==> config.mk <==
export PLATFORM = sky130hd
export DESIGN_NAME = tmcw_front
export DESIGN_NICKNAME = d
export VERILOG_FILES = /design/src/design/text_mode_console_writer_macros.svh /design/src/design/tmcw_pkg.sv /design/src/design/tmcw_front.sv
export SDC_FILE = /design/constraint.sdc
export NUM_CORES = 1
export LEC_CHECK = 0
export ABC_AREA = 1
export BUFFER_PORTS_ARGS = -buffer_cell sky130_fd_sc_hd__buf_4
export CORE_AREA = 2 2 39 41
export DETAILED_ROUTE_END_ITERATION = 6
export DIE_AREA = 0 0 41 43
export PLACE_DENSITY = 0.86
export SYNTH_ARGS = -nofsm -noshare
export SYNTH_HDL_FRONTEND = slang
export SYNTH_SLANG_ARGS = --single-unit
==> constraint.sdc <==
create_clock -name vclk -period 0.8
set_input_delay 0.04 -clock vclk [all_inputs]
set_output_delay 0.04 -clock vclk [all_outputs]
set_load 0.02 [all_outputs]
==> src/design/text_mode_console_writer_macros.svh <==
// assertion macros for the text mode console writer
`ifndef TEXT_MODE_CONSOLE_WRITER_MACROS_SVH
`define TEXT_MODE_CONSOLE_WRITER_MACROS_SVH

`ifndef SYNTHESIS
`define TMCW_ASSERT(name, cond, msg) \
	name: assert property (@(posedge clk) disable iff (!arst_n) (cond)) else $error(msg);
`define TMCW_ASSERT_IMP(name, ante, cons, msg) \
	name: assert property (@(posedge clk) disable iff (!arst_n) (ante) |-> (cons)) \
		else $error(msg);
`else
`define TMCW_ASSERT(name, cond, msg)
`define TMCW_ASSERT_IMP(name, ante, cons, msg)
`endif

`endif

==> src/design/tmcw_pkg.sv <==
// shared types and constants of the text mode console writer
package tmcw_pkg;

	localparam logic [1:0] OP_PUT    = 2'd0;
	localparam logic [1:0] OP_SETPOS = 2'd1;
	localparam logic [1:0] OP_CLEAR  = 2'd2;
	localparam logic [1:0] OP_READ   = 2'd3;

	localparam logic [7:0] CH_BACKSPACE = 8'd8;
	localparam logic [7:0] CH_TAB       = 8'd9;
	localparam logic [7:0] CH_NEWLINE   = 8'd10;
	localparam logic [7:0] CH_RETURN    = 8'd13;
	localparam logic [7:0] CH_SPACE     = 8'd32;

	localparam logic [7:0] COLOR_RESET = 8'h07;
	localparam logic [7:0] TAB_MASK    = ~8'd7;
	localparam logic [7:0] TAB_STEP    = 8'd8;

	typedef enum logic [2:0] {
		K_PRINT,
		K_NEWLINE,
		K_TAB,
		K_RETURN,
		K_BACKSP,
		K_SETPOS,
		K_CLEAR,
		K_READ
	} kind_t;

	typedef struct packed {
		kind_t      kind;
		logic [7:0] ch;
		logic [7:0] x;
		logic [7:0] y;
		logic       x_ok;
		logic       y_ok;
	} cmd_t;

	typedef enum logic [2:0] {
		ST_INIT,
		ST_IDLE,
		ST_READ,
		ST_SCROLL,
		ST_FILL,
		ST_DONE
	} state_t;

endpackage

==> src/design/tmcw_front.sv <==
// front end: decodes a request into a command for the back end
module tmcw_front #(
	parameter int COLUMNS = 80,
	parameter int ROWS    = 25
) (
	input  logic [23:0]         req_data,
	input  logic [1:0]          req_op,
	output tmcw_pkg::cmd_t      cmd
);
	import tmcw_pkg::*;

	always_comb begin
		cmd.ch   = req_data[7:0];
		cmd.x    = req_data[15:8];
		cmd.y    = req_data[23:16];
		cmd.x_ok = (req_data[15:8] < 8'(COLUMNS));
		cmd.y_ok = (req_data[23:16] < 8'(ROWS));
		case (req_op)
			OP_PUT: begin
				case (req_data[7:0])
					CH_NEWLINE:   cmd.kind = K_NEWLINE;
					CH_TAB:       cmd.kind = K_TAB;
					CH_RETURN:    cmd.kind = K_RETURN;
					CH_BACKSPACE: cmd.kind = K_BACKSP;
					default:      cmd.kind = K_PRINT;
				endcase
			end
			OP_SETPOS: cmd.kind = K_SETPOS;
			OP_CLEAR:  cmd.kind = K_CLEAR;
			OP_READ:   cmd.kind = K_READ;
			default:   cmd.kind = K_READ;
		endcase
	end

endmodule

==> impl_results.md, run 1 <==
* Maximum number of pins on one net before global-route repair at 5
* Gr usage total at 8.292%
* Max cap viols at 0
* Arr. time, crit path at 680 ps
* Core Area at 1384 um^2
* Seq pwr share at 0%
* Post-Syn Area per Cell at 5.751 um^2
* Post-Layout Cell Count at 96
* Initial antenna violation count at 0
* Final Cycle Share at 90.37%
* Fin worst setup slack at 77.07 ps
* Peak supply drop at ~0.20 mV
* Gate power share at 100.0%
* Worst Setup Start Kind: input pin
* Slew HR at 91.71%
* Initial Util at a little under a quarter
* Vias in the first global route at slightly above 300
* Main area contributors after synthesis: buf_4 (55%), nand2_1 (10%), inv_1 (8.0%)
* Synth Warn # at 0
* Synth Cell Area at 327.8 um^2
* Power density cells at 634.7 nW/um^2
* LEAKAGE at 0.3084 nW
* Final nets at 108
* Reg area at 0 um^2
* RSZ-0062 raised after global routing: no
* Synth Net Count at 83
* Die area at between 1500 and 2000 um^2
* Inst Count DP at 96
* Drt wl/cell at 8.948 um
* P_sw at ~0.17 mW
* Finished Core Util at between 30% and 40%
* Yosys top cell by area: buf_4
* Detailed placement HPWL at approximately 790 um
* Sw Share at 49.50%
* I/O pin count at 55
* Clock power frac at 0%
* Place WS at 59.53 ps
* Total power at roughly 0.33 mW
* Final Hold Viols at 0
* Total gr overflow at 0
* Vias at slightly below 400
* Post-Layout Inst Area at approximately 530 um^2
* Die W at 41 um
* Post-Syn Instances at 57
* Final GP Congestion at approximately 0.6
* Syn-to-layout area delta at 60.31%
* Proportion of layout cells with a drive suffix above 1 at between 60% and 70%
* Hold Slack at between 80 and 90 ps
* Post-synth cell types at 11
* CP Max Fanout at 2
* Post-route ant nets at 0
* Fmax achieved at 1383 MHz
* Rows at 14
* Fin crit period at 722.9 ps
* Critical Path RT at approximately 760 ps
* First-pass GRT wire length at between 1000 and 1500 um
* Setup TNS at 0 ps
* Internal power at approximately 0.17 mW
* Final setup viols at 0
* Routed WL at about 860 um
* Detailed Routing Iterations Pass 1 at 2
* Post-synthesis sequential area ratio at 0%
* Avg Vias per Cell at a little over 4
* DRC Markers at 0
* DRT iter0 DRCs at 2
* Clock Buffer Count at 0
* Critical Path Sink Type: primary output
* DP Area at roughly 520 um^2
* Share of the synthesized area in the top cell type at 54.96%
* Slew Viols, Final at 0
* Slew @ Worst Pin at 123.3 ps
* Antenna cells at 0
* Number of buffers added on ports at 47
* Die height at approximately 43 um
* Post-CTS Setup Bufs at 0
* Critical path type: in -> out
* FFs & Latches at 0
* Class of the worst hold path: in -> out
* Status: finished clean
-- worst paths after layout --
kind / start / to / slack, ps / cells past startpoint
worst min-delay path: req_data[9] / cmd[11] / 80 / 0
worst max-delay path: req_data[4] / cmd[26] / 80 / 7
-- cell type report --
class,instances,area (um^2)
Tap cell,16,20.02
Fill cell,150,858.3
Timing Repair Buffer,47,352.8
Multi-Input combinational cell,26,126.4
Inverter,7,26.28
-- power groups by stage --
stage / logic [mW] / clock network, mW / registers [mW]
2_1_floorplan: 0.232 / 0 / 0
3_3_place_gp: 0.327 / 0 / 0
3_5_place_dp: 0.333 / 0 / 0
4_1_cts: 0.334 / 0 / 0
5_1_grt: 0.357 / 0 / 0
6_report: 0.334 / 0 / 0
-- worst max-delay path, stage by stage --
cell and delay [ps]:
buf_4 120, nor2_2 120, nand2_1 80, nor2_1 90, nand2_1 60, nand2_1 50, buf_4 130
-- kinds of logic after synthesis --
| family | synth area share (%) |
|---|---|
| buffers and inverters | 62.98 |
| and+or+nand+nor | 30.91 |
| AOI/OAI and AO/OA | 6.107 |
-- cells in the final DEF (no fill, tap or decap), drive strengths merged --
cell,n
buf,47
nand2,9
nor2,9
inv,7
nand3,3
o21bai,1
o21ai,1
nor3,1
and2,1
o21a,1
-- metal layers --
layer  up-vias  share of wire (%)  global-route usage (%)
li1        194                  -                       -
met1       169                 25                   7.278
met2        28                 58                   17.81
met3         2                 16                  0.5236
met4         0               0.58                   1.333
met5         -                  0                       0
-- cell usage after synthesis --
cell	n
nand2_1	9
o21ai_1	1
nor2_2	3
o21bai_1	1
nor2_1	6
inv_1	7
o21a_1	1
buf_4	24
nor3_1	1
and2_1	1
nand3_1	3
-- timing repair --
| action | in CTS | in global routing |
|---|---|---|
| gates resized for setup | 0 | 2 |
| endpoints found under the setup margin | 0 | 1 |
| hold buffers | 0 | 0 |
(Power assumes the default switching activity.)
==> run 2: changes to the inputs <==
Settings changed: RECOVER_POWER set to 100.
==> impl_results.md, run 2 (synthesis results as in run 1) <==
* Status: finished clean
* Fin worst setup slack at 71.12 ps
* Final nets at approximately 110
* Routed WL at between 800 and 900 um
* Worst path cell trace: buf_4 -> nor2_2 -> nand2_1 -> nor2_1 -> nand2_1 -> nand2_1 -> buf_4
* Final GP Congestion at 0.6009
* Slew Viols, Final at 0
* Fill count at roughly 190
* Place WS at just under 60 ps
* Critical path type: in -> out
* Max cap viols at 0
* Detailed placement HPWL at a little under 800 um
* Peak supply drop at between 0.15 and 0.2 mV
* Avg Vias per Cell at slightly above 4
* Syn-to-layout area delta at 33.97%
* Rows at 14
* First-pass GRT wire length at around 1100 um
* Core Area at around 1400 um^2
* LEAKAGE at between 0.2 and 0.25 nW
* Commonest non-fill, non-tap cell in the layout: buf_4
* Final Cycle Share at about nine tenths
* Final Hold Viols at 0
* Initial antenna violation count at 0
* Class of the worst hold path: in -> out
* Slew @ Worst Pin at 261.1 ps
* Final setup viols at 0
* Antenna cells at 0
* DRT iter0 DRCs at 3
* Vias at about 400
* FFs & Latches at 0
* RSZ-0062 raised after global routing: no
* Fin crit period at 728.9 ps
* Setup TNS at 0 ps
* Multi-input gate area at ~130 um^2
* Gr usage total at under 10%
* Arr. time, crit path at between 600 and 700 ps
* Detailed Routing Iterations Pass 1 at 3
* Post-CTS Setup Bufs at 0
* DRC Markers at 0
* Fmax achieved at around 1400 MHz
* Initial Util at a little under a quarter
* Total power at 0.2820 mW
* Reg area at 0 um^2
* Max stage delay cell, worst path: buf_4
* Slew HR at between 80 and 90%
* I/O pin count at 55
* Maximum number of pins on one net before global-route repair at 5
* CP Max Fanout at 2
* Worst Setup Start Kind: input pin
* Post-route ant nets at 0
* Critical Path RT at approximately 760 ps
* Vias in the first global route at between 300 and 400
* Clock Buffer Count at 0
* Number of buffers added on ports at 47
* CTS Hold Bufs at 0
* CP peak stage delay at between 100 and 150 ps
* Proportion of layout cells with a drive suffix above 1 at ~39%
* Drt wl/cell at 9.135 um
* CP dominant cell by count: nand2_1
* Total gr overflow at 0
* Die W at between 40 and 50 um
* Die area at about 1800 um^2
* Die height at 43 um
* Critical Path Sink Type: primary output
* Most frequent cells in the layout: buf_4 (23), clkbuf_1 (21), nand2_1 (9)
* Power density cells at 642.2 nW/um^2
* Hold Slack at about 80 ps
-- run 2: layer usage --
metal,vias to the layer above,global-route usage (%),wire (um)
met5,-,0,0
met4,0,1.333,5
met3,2,0.5236,147
met2,28,17.81,492
met1,172,7.278,231
li1,194,-,-
-- run 2: area by class of cell --
type,instances,share of cell area (%)
timing repair buffer,47,60.68
inverter,7,5.983
tap,16,4.558
multi-input combinational,26,28.77
-- run 2: stage by stage --
step                cells  instance area (um^2)  utilization (%)
floorplan              57                 327.8                -
global placement       96                 520.5            37.61
detailed placement     96                 520.5            37.61
CTS                    96                 520.5            37.61
global route           96                 439.2            31.74
finish                 96                 439.2            31.74
-- run 2: what timing repair did --
action,4_1_cts,5_1_grt
hold endpoints to repair,0,0
gates resized for setup,0,2
setup endpoints to repair,0,1
-- run 2: power breakdown --
| part | internal (mW) | switching (mW) |
|---|---|---|
| Sequential | 0 | 0 |
| Clock | 0 | 0 |
| Combinational | 0.118 | 0.164 |
| Total | 0.118 | 0.164 |
-- run 2: path summary, 6_finish.rpt --
| kind | from | endpoint | slack [ps] | cells past startpoint |
|---|---|---|---|---|
| max | req_data[4] | cmd[26] | 70 | 7 |
| min | req_data[9] | cmd[11] | 80 | 0 |
-- run 2: critical path: cells and delay by family --
kind	cells	cell delay, ps
buffers and inverters	2	250
and+or+nand+nor	5	400
==> run 3: changes to the inputs <==
Settings changed: SETUP_SLACK_MARGIN set to 0.3.
==> impl_results.md, run 3 (synthesis results as in run 1) <==
* Reg area at 0 um^2
* RSZ-0062 raised after global routing: yes
* Rows at 14
* Final Hold Viols at 0
* CTS Hold Bufs at 0
* Peak supply drop at 0.2227 mV
* Post-Layout Inst Area at 618.1 um^2
* Proportion of layout cells with a drive suffix above 1 at 55.42%
* Max cap viols at 0
* Worst Setup Start Kind: input pin
* Core Area at about 1400 um^2
* Final nets at 111
* Critical path depth at 7
* Drt wl/cell at ~9 um
* Post-route ant nets at 0
* Initial antenna violation count at 0
* Arr. time, crit path at about 650 ps
* DP Area at ~580 um^2
* I/O pin count at 55
* Fmax achieved at 1443 MHz
* Die W at 41 um
* Vias in the first global route at 370
* Maximum number of pins on one net before global-route repair at 5
* Max stage delay cell, worst path: buf_6
* LEAKAGE at between 0.2 and 0.3 nW
* Vias at 397
* Inst Count DP at between 90 and 100
* Slew HR at around 82%
* DRC Markers at 0
* Slew Viols, Final at 0
* Status: finished clean
* Final setup viols at 0
* Critical path type: in -> out
* Gr usage total at around 10%
* Die area at roughly 1800 um^2
* Number of buffers added on ports at 47
* Critical Path Sink Type: primary output
* Critical Path RT at around 760 ps
* Buffers and inverters on the worst path at 2
* Initial Util at a little under a quarter
* CP Max Fanout at 2
* Most frequent cells in the layout: clkbuf_1 (20), buf_6 (16), buf_4 (12)
* Power density cells at 602.8 nW/um^2
* Die height at between 40 and 50 um
* Commonest non-fill, non-tap cell in the layout: clkbuf_1
* Routed WL at 917 um
* Syn-to-layout area delta at 88.55%
* Clock Buffer Count at 0
* Avg Vias per Cell at roughly 4
* Crit. Startpoint: req_data[6]
* Detailed Routing Iterations Pass 1 at 1
* Fin crit period at roughly 700 ps
* Detailed placement HPWL at about 780 um
* Class of the worst hold path: in -> out
* Final GP Congestion at roughly 0.64
* Post-Layout Cell Count at 99
* Crit path to: cmd[26]
* Total gr overflow at 0
* DRT iter0 DRCs at 0
* Slew @ Worst Pin at approximately 270 ps
* Worst path cell trace: buf_6 -> nor2_4 -> nand2_2 -> nor2_1 -> nand2_1 -> nand2_2 -> buf_6
* FFs & Latches at 0
* Setup TNS at 0 ps
* First-pass GRT wire length at about 1300 um
* Antenna cells at 0
* Crit path max-delay family: simple AND/OR/NAND/NOR gates
* Final Cycle Share at between 80% and 90%
* CP peak stage delay at 110 ps
==> run 3: cell types whose count changed in the layout (fill, tap and decap cells not counted), moves of 3 or more <==
cell | previous run | this run
nor2_2 | 5 | 0
nand2_1 | 9 | 6
buf_4 | 23 | 12
nor2_4 | 0 | 6
buf_6 | 0 | 16
nand2_2 | 0 | 3
==> run 3: per-layer routing <==
metal	GRT usage, %	vias to the layer above	routed length (um)
li1	-	202	-
met3	0.5236	0	115
met4	0	0	0
met5	0	-	0
met2	19.38	27	537
met1	11.08	168	264
==> run 3: final cells by class <==
class | count | area [um^2]
fill | 177 | 765.7
multi-input combinational | 26 | 201.4
inverter | 7 | 31.28
tap | 16 | 20.02
timing repair buffer | 50 | 365.4
==> run 3: power breakdown <==
part / leakage [nW] / switching [mW] / internal, mW
clock network: 0 / 0 / 0
registers: 0 / 0 / 0
logic: 0.285 / 0.192 / 0.181
total: 0.285 / 0.192 / 0.181
==> run 3: repair_timing <==
action	in CTS	in global routing
pin swaps	16	7
buffers inserted	2	1
setup endpoints to repair	5	5
resized for setup	27	5
==> run 3: worst min path at each step <==
stage                            start       to  slack [ps]  depth (start not counted)
final                      req_data[8]  cmd[10]          80                          0
after global routing       req_data[8]  cmd[10]          80                          0
after CTS                  req_data[8]  cmd[10]          80                          0
after detailed placement   req_data[8]  cmd[10]          80                          0
after global placement     req_data[8]  cmd[10]          80                          0
after floorplan           req_data[15]   cmd[1]         130                          1
==> run 3: per-stage QoR <==
step | total power, mW | hold WS, ps | utilization [%] | worst slack, ps
finish | 0.3726 | 80.01 | 44.67 | 106.8
global route | 0.3962 | 80.03 | 44.67 | 35.16
CTS | 0.4151 | 80.24 | 49.46 | 67.82
detailed placement | 0.3580 | 80.24 | 41.59 | 32.90
global placement | 0.3532 | 80.24 | 41.59 | 51.68
floorplan | 0.2510 | 127.6 | - | 278.4
