===== config.mk =====
export PLATFORM = sky130hd
export DESIGN_NAME = tmcw_queue
export DESIGN_NICKNAME = d
export VERILOG_FILES = /design/src/design/text_mode_console_writer_macros.svh /design/src/design/tmcw_pkg.sv /design/src/design/tmcw_queue.sv
export SDC_FILE = /design/constraint.sdc
export NUM_CORES = 1
export LEC_CHECK = 0
export ABC_CLOCK_PERIOD_IN_PS = 3900
export BUFFER_PORTS_ARGS = -buffer_cell sky130_fd_sc_hd__buf_2
export CAP_MARGIN = 5
export CORE_MARGIN = 2
export CORE_UTILIZATION = 55
export CTS_BUF_LIST = sky130_fd_sc_hd__clkbuf_4 sky130_fd_sc_hd__clkbuf_8 sky130_fd_sc_hd__clkbuf_16
export DETAILED_ROUTE_END_ITERATION = 12
export PLACE_DENSITY = 0.84
export SYNTH_ARGS = -nofsm -noshare
export SYNTH_HDL_FRONTEND = slang
export SYNTH_SLANG_ARGS = --single-unit
export TNS_END_PERCENT = 1

===== constraint.sdc =====
create_clock -name clk -period 3.9 [get_ports clk]
set_clock_uncertainty 0.2 [all_clocks]
set_input_delay 0 -clock clk [delete_from_list [all_inputs] [get_ports clk]]
set_output_delay 0 -clock clk [all_outputs]
set_load 0.05 [all_outputs]

===== src/design/text_mode_console_writer_macros.svh =====
// assertion macros for the text mode console writer
`ifndef TEXT_MODE_CONSOLE_WRITER_MACROS_SVH
`define TEXT_MODE_CONSOLE_WRITER_MACROS_SVH

`ifndef SYNTHESIS
`define TMCW_ASSERT(name, cond, msg) \
	name: assert property (@(posedge clk) disable iff (!arst_n) (cond)) else $error(msg);
`define TMCW_ASSERT_IMP(name, ante, cons, msg) \
	name: assert property (@(posedge clk) disable iff (!arst_n) (ante) |-> (cons)) \
		else $error(msg);
`else
`define TMCW_ASSERT(name, cond, msg)
`define TMCW_ASSERT_IMP(name, ante, cons, msg)
`endif

`endif


===== src/design/tmcw_pkg.sv =====
// shared types and constants of the text mode console writer
package tmcw_pkg;

	localparam logic [1:0] OP_PUT    = 2'd0;
	localparam logic [1:0] OP_SETPOS = 2'd1;
	localparam logic [1:0] OP_CLEAR  = 2'd2;
	localparam logic [1:0] OP_READ   = 2'd3;

	localparam logic [7:0] CH_BACKSPACE = 8'd8;
	localparam logic [7:0] CH_TAB       = 8'd9;
	localparam logic [7:0] CH_NEWLINE   = 8'd10;
	localparam logic [7:0] CH_RETURN    = 8'd13;
	localparam logic [7:0] CH_SPACE     = 8'd32;

	localparam logic [7:0] COLOR_RESET = 8'h07;
	localparam logic [7:0] TAB_MASK    = ~8'd7;
	localparam logic [7:0] TAB_STEP    = 8'd8;

	typedef enum logic [2:0] {
		K_PRINT,
		K_NEWLINE,
		K_TAB,
		K_RETURN,
		K_BACKSP,
		K_SETPOS,
		K_CLEAR,
		K_READ
	} kind_t;

	typedef struct packed {
		kind_t      kind;
		logic [7:0] ch;
		logic [7:0] x;
		logic [7:0] y;
		logic       x_ok;
		logic       y_ok;
	} cmd_t;

	typedef enum logic [2:0] {
		ST_INIT,
		ST_IDLE,
		ST_READ,
		ST_SCROLL,
		ST_FILL,
		ST_DONE
	} state_t;

endpackage


===== src/design/tmcw_queue.sv =====
// two entry command queue between front and back end
module tmcw_queue (
	input  logic           clk,
	input  logic           arst_n,
	input  logic           push,
	input  tmcw_pkg::cmd_t push_cmd,
	output logic           full,
	input  logic           pop,
	output logic           head_valid,
	output tmcw_pkg::cmd_t head
);
	import tmcw_pkg::*;

	cmd_t       mem_q [2];
	logic       wr_ptr_q;
	logic       rd_ptr_q;
	logic [1:0] count_q;

	always_ff @(posedge clk or negedge arst_n) begin
		if (!arst_n) begin
			wr_ptr_q <= 1'b0;
			rd_ptr_q <= 1'b0;
			count_q  <= 2'd0;
		end else begin
			if (push) begin
				wr_ptr_q <= ~wr_ptr_q;
			end
			if (pop) begin
				rd_ptr_q <= ~rd_ptr_q;
			end
			case ({push, pop})
				2'b10:   count_q <= count_q + 2'd1;
				2'b01:   count_q <= count_q - 2'd1;
				default: count_q <= count_q;
			endcase
		end
	end

	always_ff @(posedge clk) begin
		if (push) begin
			mem_q[wr_ptr_q] <= push_cmd;
		end
	end

	assign full       = (count_q == 2'd2);
	assign head_valid = (count_q != 2'd0);
	assign head       = mem_q[rd_ptr_q];

endmodule


==> results.md, run 1 <==
Power and ir drop:
- Dividing total power by cell area gives a power density of 767.2 mW/mm2.
- The leakage power total is 1.227 nW.
- The worst-case IR drop observed on VDD is 474.8 uV.
- The total power after layout is 2.411 mW.

Die:
- The width of the die is 68.49 um.
- The initial standard-cell utilization of the core is 0.5718.
- From bottom edge to top edge, the die measures 68.49 um.
- The total die area is 0.004690 mm2.
- The core region area is 0.004000 mm2.
- 64 I/O pins were placed.
- The initialized floorplan defines 23 standard-cell rows.

Layout:
- The summed area of non-filler cells in the final layout is 0.003143 mm2.
- The fraction of layout instances using a drive strength above 1 is 0.5069.
- For this run, the number of standard cells in the final layout without fillers is 267.
- After filler insertion, the fill cell instance count of the layout stands at 231.
- In the final design database the tool counted 246 nets.
- Compared with the post-synthesis result, the final layout area differs by 37.42%.
- The antenna diode count is 0.
- The most common library cell in the layout ignoring fill and taps is sky130_fd_sc_hd__buf_2.
- In the layout the commonest cells are sky130_fd_sc_hd__buf_2, sky130_fd_sc_hd__edfxtp_1, sky130_fd_sc_hd__dlygate4sd3_1.

Global route:
- The maximum number of pins on one net before global-route repair is 31.
- The global-route usage over all layers is 0.2035.
- The initial antenna violation count is 0.
- Global routing finished with a remaining overflow of 0.
- The wire length of the first global-routing pass is 6.279 mm.
- The number of global-route vias before repair is 1,391.

STA:
- The fmax is 424.3 MHz.
- The number of failing setup endpoints in the final timing report is 0.
- The actual slew at the worst max-slew pin is 1229 ps.
- The smallest clock period supported by the final layout is computed as 2357 ps.
- The final count of pins violating max slew is 0.
- The count of endpoints failing hold in the final timing report is 0.
- For the final routed database, the setup TNS stands at 0 ps.
- Setup repair after global routing left no endpoint under its margin.
- The period utilization is 0.6043.
- The worst pin sits at a relative slew slack of 0.1809.

Critical path:
- The largest fanout on the critical path is 30.
- The critical path is of the flop to output port type.
- STA classifies the critical path endpoint as an output port.
- The worst setup path is launched from a flop.
- The largest single stage delay on the critical path is 1160 ps.
- Data on the critical path is required at its endpoint by 3700 ps.
- On the critical path, the stage with the largest delay is an instance of sky130_fd_sc_hd__dfrtp_1.
- At the worst endpoint, the arrival time is 2160 ps.
- The critical path goes through mux2_2 -> buf_2.

Logic synthesis:
- The synthesized area per cell is 21.58 um2.
- In this run, distinct cell masters in the synthesized netlist total 13.
- The compound-gate portion of the synthesized area came to 0.
- The number of register bits inferred by synthesis is 62.
- Yosys printed 0 warnings.
- The largest family of logic cells by synthesized area is multiplexers.
- The synthesized-area fraction occupied by and/or/nand/nor cells is 0.01258.
- The XOR/XNOR share of the synthesized area is 0.01915.
- After synthesis, the share of cell area in mux cells is 0.1428.
- The proportion of synthesized chip area in sequential cells is 0.8053.
- Of the total synthesized cell area, the portion taken by full adders, half adders and majority gates is 0.005470.
- The cell count after synthesis is 106.
- The synthesized net count is 140.
- The summed instance area of the synthesized netlist is 0.002287 mm2.

Run status:
- The flow ran to the end, and the final reports show no timing, DRC or antenna violations.

Drt:
- The via density per instance is 4.948.
- The count of nets left with antenna violations after detail routing is 0.
- For this run, the detailed router's first-pass iteration total came to 4.
- After detailed routing, the number of remaining DRC violations is 0.
- In the final routed layout, each cell accounts on average for 15.90 um.
- The number of vias in the routed layout is 1,321.
- After detailed routing, the total wire length is 4.245 mm.
- The initial detailed-routing violation count is 67.

Placed design:
- The number of I/O port buffers is 63.
- The number of cells in the design after placement is 218.
- Routability-driven placement finished with a final weighted congestion of 0.6387.
- The total cell area at the placement stage is 0.002653 mm2.
- The final HPWL from detailed placement is 2.376 mm.

Clocking:
- The clock passes through at most 2 buffers.
- The H-tree depth reported by CTS is 3.
- After clock tree synthesis, the clock-pin slew on the worst setup and hold paths is 70 ps.
- Clock latency on the worst-skew pair, taken at its later pin, is 330 ps.
- CTS saw 62 sinks.
- The number of clock buffers inserted by TritonCTS is 9.
- CTS placed an instance of sky130_fd_sc_hd__clkbuf_8 at the clock tree root.
- The clock tree from TritonCTS is done.

Worst hold path:
- The class of the most critical hold timing path is input port to flop.

Job:
- Across the run, the number of max-cap violations was 0.
state kept, by name (all words and copies together) (netlist names):
register / cells
rd_ptr_q: 1
mem_q: 58
count_q: 2
wr_ptr_q: 1
repair_timing:
item | CTS | global route
hold buffers | 33 | 0
resized for setup | 0 | 0
buffers inserted | 0 | 0
endpoints found under the hold margin | 66 | 0
cell families after synthesis:
| logic type | count (synthesis) |
|---|---|
| AND/OR/NAND/NOR | 5 |
| XOR/XNOR | 5 |
| adder cells (fa/ha/maj) | 1 |
| multiplexers | 29 |
| buffers and inverters | 4 |
| flip-flops | 62 |
per-layer routing:
metal / vias to the layer above / wire length [um] / global-route usage
met5: - / 0 / 0
met4: 0 / 65 / 0.1050
met3: 8 / 290 / 0.08717
met2: 56 / 2360 / 0.3594
met1: 635 / 1529 / 0.1998
li1: 622 / - / -
cell usage after synthesis (all sizes together):
cell type   n  area share
mux2       29        0.14
inv         1      0.0016
edfxtp     58        0.76
buf         3       0.013
or2         1      0.0027
dfrtp       4       0.044
nor2        2      0.0033
ha          1      0.0055
xor2        3       0.011
and2b       1      0.0038
xnor2       2      0.0077
and2        1      0.0027
power by group:
group          switching [mW]  total [mW]  leakage (nW)  internal (mW)
clock                   0.225       0.453        0.0820          0.228
sequential              0.101       0.988         0.591          0.887
combinational           0.673       0.970         0.554          0.297
per-stage QoR:
stage / util / setup WS, ps / hold slack [ps]
2_1_floorplan: - / 1649 / -495.6
3_5_place_dp: 0.6631 / 1885 / -390.2
3_3_place_gp: 0.6631 / 1933 / -396.5
4_1_cts: 0.7857 / 1505 / 170.2
5_1_grt: 0.7857 / 1402 / 184.9
6_report: 0.7857 / 1543 / 187.2
layout make-up:
cell class / count / area [um2] / area share
Tap cell: 50 / 62.56 / 0.01990
Sequential cell: 62 / 1842 / 0.5860
Clock inverter: 6 / 28.78 / 0.009156
Inverter: 1 / 3.754 / 0.001194
Multi-Input combinational cell: 40 / 414.1 / 0.1318
Timing Repair Buffer: 98 / 660.6 / 0.2102
Clock buffer: 10 / 131.4 / 0.04180
worst max-delay path: cells and delay by family (launching register included):
kind / cells / cell delay (ps)
buffers and inverters: 1 / 220
flip-flops: 1 / 1160
multiplexers: 1 / 440
path summary, 6_finish.rpt:
check,startpoint,endpoint,slack (ps),cells past startpoint
max in group asynchronous,arst_n,count_q[1],2950,3
min reg2reg,count_q[1],count_q[1],310,1
max reg2reg,rd_ptr_q,rd_ptr_q,2240,1
max,rd_ptr_q,head[21],1540,2
min in group asynchronous,arst_n,rd_ptr_q,370,3
min,push_cmd[20],mem_q[1][20],190,2
No activity file was read; power rests on OpenSTA's default activity.
==> run 2: changes to the inputs <==
Settings changed: ABC_CLOCK_PERIOD_IN_PS 3900 to 2100, CORE_UTILIZATION 55 to 46, PLACE_DENSITY 0.84 to 0.75.
Clock period 3.9 ns to 2.1 ns, I/O delays scaled along.
==> results.md, run 2 (synthesis results as in run 1) <==
Run status:
- Result of the run: completed (unchanged).

Power and ir drop:
- The leakage power total is 1.245 nW (was 1.227 nW).
- The worst vdd rail ir drop was 910.1 uV (was 474.8 uV).
- The power per cell area was 1415 mW/mm2 (was 767.2 mW/mm2).

Clocking:
- The clock tree from TritonCTS was done (unchanged).
- The number of clock buffers inserted by TritonCTS is 9 (unchanged).
- The count of clock tree sinks is 62 (unchanged).
- The quantity of hold-fixing buffers added after cts is 33 (unchanged).
- The maximum count of clock buffers along a single path is 2 (unchanged).
- The clock latency of the later-clocked register in the worst-skew pair is 320 ps (was 330 ps).
- The library cell used as clock root buffer is sky130_fd_sc_hd__clkbuf_8 (unchanged).
- The number of setup buffers added after CTS came to 0 (unchanged).
- The clock edge transition at the registers on the reported setup and hold paths is 60 ps (was 70 ps).
- The number of gates resized after cts is 0 (unchanged).
- The H-tree depth reported by CTS is 3 (unchanged).

Layout:
- The antenna diode count is 0 (unchanged).
- The utilization of the core after routing is 0.6700 (was 0.7857).
- The fraction of layout instances using a drive strength above 1 is 0.5160 (was 0.5069).
- The most common library cell in the layout ignoring fill and taps is sky130_fd_sc_hd__buf_2 (unchanged).
- The final-stage net count is 249 (was 246).
- The layout-stage area growth over the synthesis result is 39.28% (was 37.42%).
- Most frequent cells in the layout: sky130_fd_sc_hd__buf_2, sky130_fd_sc_hd__edfxtp_1, sky130_fd_sc_hd__dlygate4sd3_1 (unchanged).
- The summed area of non-filler cells in the final layout came to 0.003186 mm2 (was 0.003143 mm2).
- The register with the most flip-flops is mem_q (unchanged).
- Largest regs: mem_q (58), count_q (2) (unchanged).
- The number of flip-flops under the largest register name was 58 (unchanged).

Drt:
- The number of vias in the routed layout was 1,310 (was 1,321).
- The count of nets left with antenna violations after detail routing is 0 (unchanged).
- The via density per instance is 4.580 (was 4.948).
- The first-pass detailed-route iteration total is 4 (unchanged).
- The wire length per cell after detailed routing came to 14.54 um (was 15.90 um).
- The initial detailed-routing violation count came to 66 (was 67).
- The top routing layer in use was met4 (unchanged).
- The routed length on met3 is 265 um (was 290 um).
- The sum of met2 wire segment lengths after detailed routing is 2.091 mm (was 2.360 mm).
- The wire length reported by the detailed router was 4.158 mm (was 4.245 mm).
- The post-route met1 wirelength is 1.692 mm (was 1.529 mm).
- The post-route DRC violation count is 0 (unchanged).

Critical path:
- The capture point of the worst reg-to-reg path is mem_q[0][20] (was rd_ptr_q).
- The critical path's largest stage delay is 390 ps (was 1160 ps).
- The data required time at the worst endpoint is 1900 ps (was 3700 ps).
- The path depth of the worst reg2reg path is 2 (was 1).
- The type of destination of the critical path is an output port (unchanged).
- The register-to-register setup slack is 670 ps (was 2240 ps).
- The largest fanout on the critical path is 19 (was 30).
- The origin of the critical flop-to-flop path is wr_ptr_q (was rd_ptr_q).
- The startpoint of the most critical setup path is rd_ptr_q (unchanged).
- The arrival time of data at the critical path endpoint is 1540 ps (was 2160 ps).
- Cells along the critical path: buf_4 -> mux2_2 -> buf_2 (was mux2_2 -> buf_2).
- The startpoint type of the worst setup path is a flop (unchanged).
- The kind of critical path is flop to output port (unchanged).
- The cell with the largest stage delay on the worst path is sky130_fd_sc_hd__mux2_2 (was sky130_fd_sc_hd__dfrtp_1).

STA:
- The number of failing setup endpoints in the final timing report is 0 (unchanged).
- Static timing analysis puts the maximum clock frequency at 573.8 MHz.
- The actual slew at the worst max-slew pin is 397.5 ps (was 1229 ps).
- The total negative slack for setup checks is 0 ps (unchanged).
- The final count of pins violating max slew is 0 (unchanged).
- Unrepaired setup endpoints after global routing: no (unchanged).
- The final setup slack of the worst path is 357.3 ps (was 1543 ps).
- The worst slew slack as a fraction of its limit is 0.7350 (was 0.1809).
- The count of endpoints failing hold in the final timing report is 0 (unchanged).
- The minimum clock period is 1743 ps.
- Of the available clock period, the critical path in the final layout requires 0.8299.

Placed design:
- The number of I/O port buffers is 63 (unchanged).
- The final HPWL from detailed placement is 2.688 mm (was 2.376 mm).
- The placement-stage worst setup slack is 671.9 ps (was 1885 ps).
- The placer's final routability congestion estimate was 0.7521 (was 0.6387).
- The total cell area at the placement stage was 0.002696 mm2 (was 0.002653 mm2).

Die:
- The number of rows in the core area is 25 (was 23).
- The core region area is 0.004755 mm2 (was 0.004000 mm2).
- The die height is 74.52 um (was 68.49 um).
- The width of the die is 74.52 um (was 68.49 um).
- The top-level I/O count was 64 (unchanged).
- The total die area was 0.005552 mm2 (was 0.004690 mm2).
- The initial standard-cell utilization of the core is 0.4811 (was 0.5718).

Global route:
- The wire length of the first global-routing pass was 6.382 mm (was 6.279 mm).
- The initial antenna violation count is 0 (unchanged).
- The number of global-route vias before repair is 1,477 (was 1,391).
- The maximum number of pins on one net before global-route repair came to 30 (was 31).
- The total overflow reported by the global router was 0 (unchanged).
- The global-route usage over all layers is 0.1637 (was 0.2035).

Worst hold path:
- The class of the most critical hold timing path is input port to flop (unchanged).
- The hold-critical path depth is 2 (unchanged).
- The launch point of the worst hold path is push_cmd[13] (was push_cmd[20]).
- The worst hold endpoint is mem_q[0][13] (was mem_q[1][20]).

Job:
- The count of max-cap constraint violations is 0 (unchanged).
## run 2: area by class of cell
cell class              instances  area [um2]
multi-input cells              40       414.1
repair buffers                101       683.2
inverters                       1       3.754
clock inverters                 3       12.51
fillers                       344        1569
flip-flops and latches         62        1842
clock buffers                  12       146.4
well taps                      67       83.83
## run 2: worst max path at each step
stage,slack (ps),to
after floorplan,320,mem_q[0][0]
after global placement,720,mem_q[0][5]
after detailed placement,670,mem_q[0][5]
after CTS,340,head[28]
after global routing,300,head[23]
final,360,head[23]
## run 2: metal layers
metal,track usage,up-vias
met3,0.05691,10
met5,0,-
met1,0.1853,623
met2,0.2724,51
met4,0.08929,0
li1,-,626
## run 2: through the flow
step                      total power, mW  cells  hold WS, ps
final                               4.506    286        190.1
after global routing                4.706    286        185.1
after global placement              3.605    238       -391.1
after CTS                           4.559    286        171.3
after floorplan                     3.258    106       -495.6
after detailed placement            3.649    238       -388.8
## run 2: worst max-delay path, delay by kind of cell (launching register included)
family,cells,cell delay (ps)
buf+inv,2,480
mux,1,390
flops,1,340
## run 2: where the power goes
group          switching, mW  total [mW]  leakage (nW)  internal [mW]
Clock                  0.394       0.845        0.0856          0.451
Sequential            0.0799        1.73         0.591           1.65
Combinational           1.36        1.93         0.569          0.575
==> run 3: changes to the inputs <==
Settings changed: ABC_AREA set to 1, ABC_CLOCK_PERIOD_IN_PS 2100 to 1400, PLACE_DENSITY 0.75 to 0.74.
Clock period 2.1 ns to 1.4 ns, I/O delays scaled along.
==> results.md, run 3 <==
Logic synthesis:
- The synthesized net count is 209 (was 140).
- Commonest cells post-synth: sky130_fd_sc_hd__edfxtp_1, sky130_fd_sc_hd__inv_1, sky130_fd_sc_hd__nand2_1, sky130_fd_sc_hd__o21ai_0, sky130_fd_sc_hd__o21ai_1 (was sky130_fd_sc_hd__edfxtp_1, sky130_fd_sc_hd__mux2_2, sky130_fd_sc_hd__dfrtp_1, sky130_fd_sc_hd__xor2_1).
- The summed instance area of the synthesized netlist is 0.002346 mm2 (was 0.002287 mm2).
- The fraction of registers with async set/reset came to 0.06452 (unchanged).
- The primary flip-flop cell chosen by synthesis mapping is sky130_fd_sc_hd__edfxtp_1 (unchanged).
- The proportion of synthesized chip area in sequential cells is 0.7851 (was 0.8053).
- The synthesized area per cell is 13.41 um2 (was 21.58 um2).
- The share of the synthesized area in the top cell type was 0.7424 (was 0.7615).
- Most area-consuming cells after synthesis: sky130_fd_sc_hd__edfxtp_1, sky130_fd_sc_hd__inv_1, sky130_fd_sc_hd__nand2_1 (was sky130_fd_sc_hd__edfxtp_1, sky130_fd_sc_hd__mux2_2, sky130_fd_sc_hd__dfrtp_1).
- The most frequently used cell type in the post-synthesis netlist is sky130_fd_sc_hd__edfxtp_1 (unchanged).
- The post-synthesis cell type with the largest combined area is sky130_fd_sc_hd__edfxtp_1 (unchanged).
- The number of enable flip-flop cells after synthesis is 58 (unchanged).
- The number of register bits inferred by synthesis is 62 (unchanged).
- The count of unique library cells instantiated by Yosys is 15 (was 13).
- The cell count after synthesis is 175 (was 106).
- The number of synthesis warnings is 0 (unchanged).

Clocking:
- The count of clock tree sinks is 62 (unchanged).
- The maximum count of clock buffers along a single path is 2 (unchanged).
- The clock latency of the later-clocked register in the worst-skew pair was 330 ps (was 320 ps).
- The number of clock buffers inserted by TritonCTS came to 9 (unchanged).
- The clock edge transition at the registers on the reported setup and hold paths is 70 ps (was 60 ps).
- The clock tree from TritonCTS is done (unchanged).
- The H-tree depth reported by CTS is 3 (unchanged).
- The library cell used as clock root buffer was sky130_fd_sc_hd__clkbuf_8 (unchanged).

Run status:
- The final reports fail on negative setup slack.
- Result of the run: finished with violations (was completed).

Die:
- The die height is 75.42 um (was 74.52 um).
- The width of the die is 75.42 um (was 74.52 um).
- The total die area is 0.005687 mm2 (was 0.005552 mm2).
- The top-level I/O count is 64 (unchanged).
- The core region area is 0.004817 mm2 (was 0.004755 mm2).
- The initial standard-cell utilization of the core is 0.4870 (was 0.4811).
- The number of rows in the core area is 25 (unchanged).

STA:
- The worst hold slack is 193.7 ps (was 190.1 ps).
- The final setup slack of the worst path is -194.9 ps (was 357.3 ps).
- Derived from the worst setup path, the maximum achievable clock frequency is 627.0 MHz.
- The actual slew at the worst max-slew pin came to 249.8 ps (was 397.5 ps).
- Unrepaired setup endpoints after global routing: yes (was no).
- The minimum clock period is 1595 ps.
- The period utilization is 1.139.
- The final count of pins violating max slew is 0 (unchanged).
- The total negative slack for setup checks is -4749 ps (was 0 ps).
- The number of failing setup endpoints in the final timing report was 29 (was 0).
- The worst slew slack as a fraction of its limit was 0.8346 (was 0.7350).
- The count of endpoints failing hold in the final timing report was 0 (unchanged).

Critical path:
- The register-to-register setup slack is 90 ps (was 670 ps).
- Cells along the critical path: buf_4 -> clkbuf_16 -> nand2_1 -> o21ai_2 -> buf_6 (was buf_4 -> mux2_2 -> buf_2).
- The largest fanout on the critical path is 10 (was 19).
- The kind of critical path is flop to output port (unchanged).
- The dominant delay contributor by cell family on the critical path is buffers and inverters (unchanged).
- The critical path's largest stage delay is 420 ps (was 390 ps).
- The type of destination of the critical path is an output port (unchanged).
- The buffering stage count on the worst path with inverters included is 3 (was 2).
- The startpoint type of the worst setup path is a flop (unchanged).
- The data required time at the worst endpoint came to 1200 ps (was 1900 ps).
- The arrival time of data at the critical path endpoint was 1390 ps (was 1540 ps).
- The cell with the largest stage delay on the worst path is sky130_fd_sc_hd__dfrtp_2 (was sky130_fd_sc_hd__mux2_2).

Placed design:
- The number of I/O port buffers is 63 (unchanged).
- The placer's final routability congestion estimate was 0.7131 (was 0.7521).
- The total cell area at the placement stage was 0.002808 mm2 (was 0.002696 mm2).
- The final HPWL from detailed placement is 2.756 mm (was 2.688 mm).
- The number of cells in the design after placement is 305 (was 238).

Layout:
- The register with the most flip-flops was mem_q (unchanged).
- The number of fill cells in the layout is 292 (was 344).
- The number of flip-flops under the largest register name is 58 (unchanged).
- The antenna diode count came to 0 (unchanged).
- The most common library cell in the layout ignoring fill and taps is sky130_fd_sc_hd__edfxtp_1 (was sky130_fd_sc_hd__buf_2).
- The summed area of non-filler cells in the final layout is 0.003856 mm2 (was 0.003186 mm2).
- Largest regs: mem_q (58), count_q (2) (unchanged).
- The final-stage net count is 324 (was 249).
- Most frequent cells in the layout: sky130_fd_sc_hd__edfxtp_1, sky130_fd_sc_hd__inv_1, sky130_fd_sc_hd__buf_2 (was sky130_fd_sc_hd__buf_2, sky130_fd_sc_hd__edfxtp_1, sky130_fd_sc_hd__dlygate4sd3_1).
- The fraction of layout instances using a drive strength above 1 came to 0.4441 (was 0.5160).
- The layout-stage area growth over the synthesis result is 64.37% (was 39.28%).
- The final non-filler cell total is 362 (was 286).

Power and ir drop:
- The worst vdd rail ir drop came to 1501 uV (was 910.1 uV).
- The leakage power total is 1.631 nW (was 1.245 nW).
- The power per cell area is 2412 mW/mm2 (was 1415 mW/mm2).

Global route:
- The global-route usage over all layers is 0.1781 (was 0.1637).
- The initial antenna violation count is 0 (unchanged).
- The maximum number of pins on one net before global-route repair is 41 (was 30).
- The total overflow reported by the global router is 0 (unchanged).
- The number of global-route vias before repair was 1,655 (was 1,477).
- The wire length of the first global-routing pass is 7.107 mm (was 6.382 mm).

Drt:
- The first-pass detailed-route iteration total is 4 (unchanged).
- The wire length per cell after detailed routing came to 16.42 um (was 14.54 um).
- The count of nets left with antenna violations after detail routing is 0 (unchanged).
- The number of vias in the routed layout is 1,730 (was 1,310).
- The via density per instance came to 4.779 (was 4.580).
- The post-route DRC violation count is 0 (unchanged).
- The initial detailed-routing violation count is 119 (was 66).
- The wire length reported by the detailed router is 5.945 mm (was 4.158 mm).

Job:
- The count of max-cap constraint violations came to 0 (unchanged).

Worst hold path:
- The class of the most critical hold timing path is input port to flop (unchanged).
==> run 3: worst paths after layout <==
kind	from	endpoint	cells past startpoint
setup / recovery	rd_ptr_q	head[24]	5
hold / removal	push_cmd[1]	mem_q[1][1]	2
setup reg to reg	wr_ptr_q	mem_q[1][13]	3
hold reg to reg	count_q[1]	count_q[1]	2
max in group asynchronous	arst_n	rd_ptr_q	3
min in group asynchronous	arst_n	wr_ptr_q	3
==> run 3: per-layer routing <==
| layer | vias up | GRT usage | wire, um |
|---|---|---|---|
| li1 | 814 | - | - |
| met1 | 841 | 0.1715 | 2141 |
| met2 | 67 | 0.3333 | 3443 |
| met3 | 8 | 0.05952 | 255 |
| met4 | 0 | 0.09162 | 104 |
| met5 | - | 0 | 0 |
==> run 3: kinds of logic (layout without fill, tap and decap cells) <==
logic type	after synthesis	after routing	share of synthesized area
DFF	62	62	0.7851
and+or+nand+nor	39	39	0.06400
AOI/OAI and AO/OA	29	29	0.06187
xor gates and xnor gates	3	3	0.01120
adders and majority gates	1	1	0.005332
buffers and inverters	41	161	0.07254
==> run 3: final cells by class <==
type                            count  area (um2)  share of cell area
Timing Repair Buffer              110        1047              0.2716
Inverter                           35       135.1             0.03504
Tap cell                           67       83.83             0.02174
Clock buffer                        9       123.9             0.03212
Sequential cell                    62        1843              0.4779
Clock inverter                      7       88.84             0.02304
Multi-Input combinational cell     72       534.3              0.1385
==> run 3: worst register-to-register path: stages, from the launching register on <==
cell                         delay [ps]
sky130_fd_sc_hd__dfrtp_1            430
sky130_fd_sc_hd__nand2_2             90
sky130_fd_sc_hd__clkinvlp_4          90
sky130_fd_sc_hd__buf_12             200
==> run 3: through the flow <==
stage            util  worst slack (ps)  total power [mW]
4_1_cts        0.7332            -174.8             8.285
3_5_place_dp   0.5829             95.89             5.945
5_1_grt        0.8005            -252.9             9.687
2_1_floorplan       -            -77.90             5.125
3_3_place_gp   0.5829             120.4             5.881
6_report       0.8005            -194.9             9.302
==> run 3: repair_timing <==
item | 4_1_cts | 5_1_grt
hold endpoints to repair | 66 | 0
hold buffers | 33 | 0
gates resized for setup | 58 | 57
endpoints found under the setup margin | 29 | 29
setup buffers | 0 | 3
gates cloned | 0 | 5
pin swaps | 1 | 11
==> run 3: power breakdown <==
part	switching, mW	internal (mW)	leakage (nW)
clock network	0.678	0.989	0.104
registers	0.144	2.47	0.590
logic	3.16	1.86	0.936
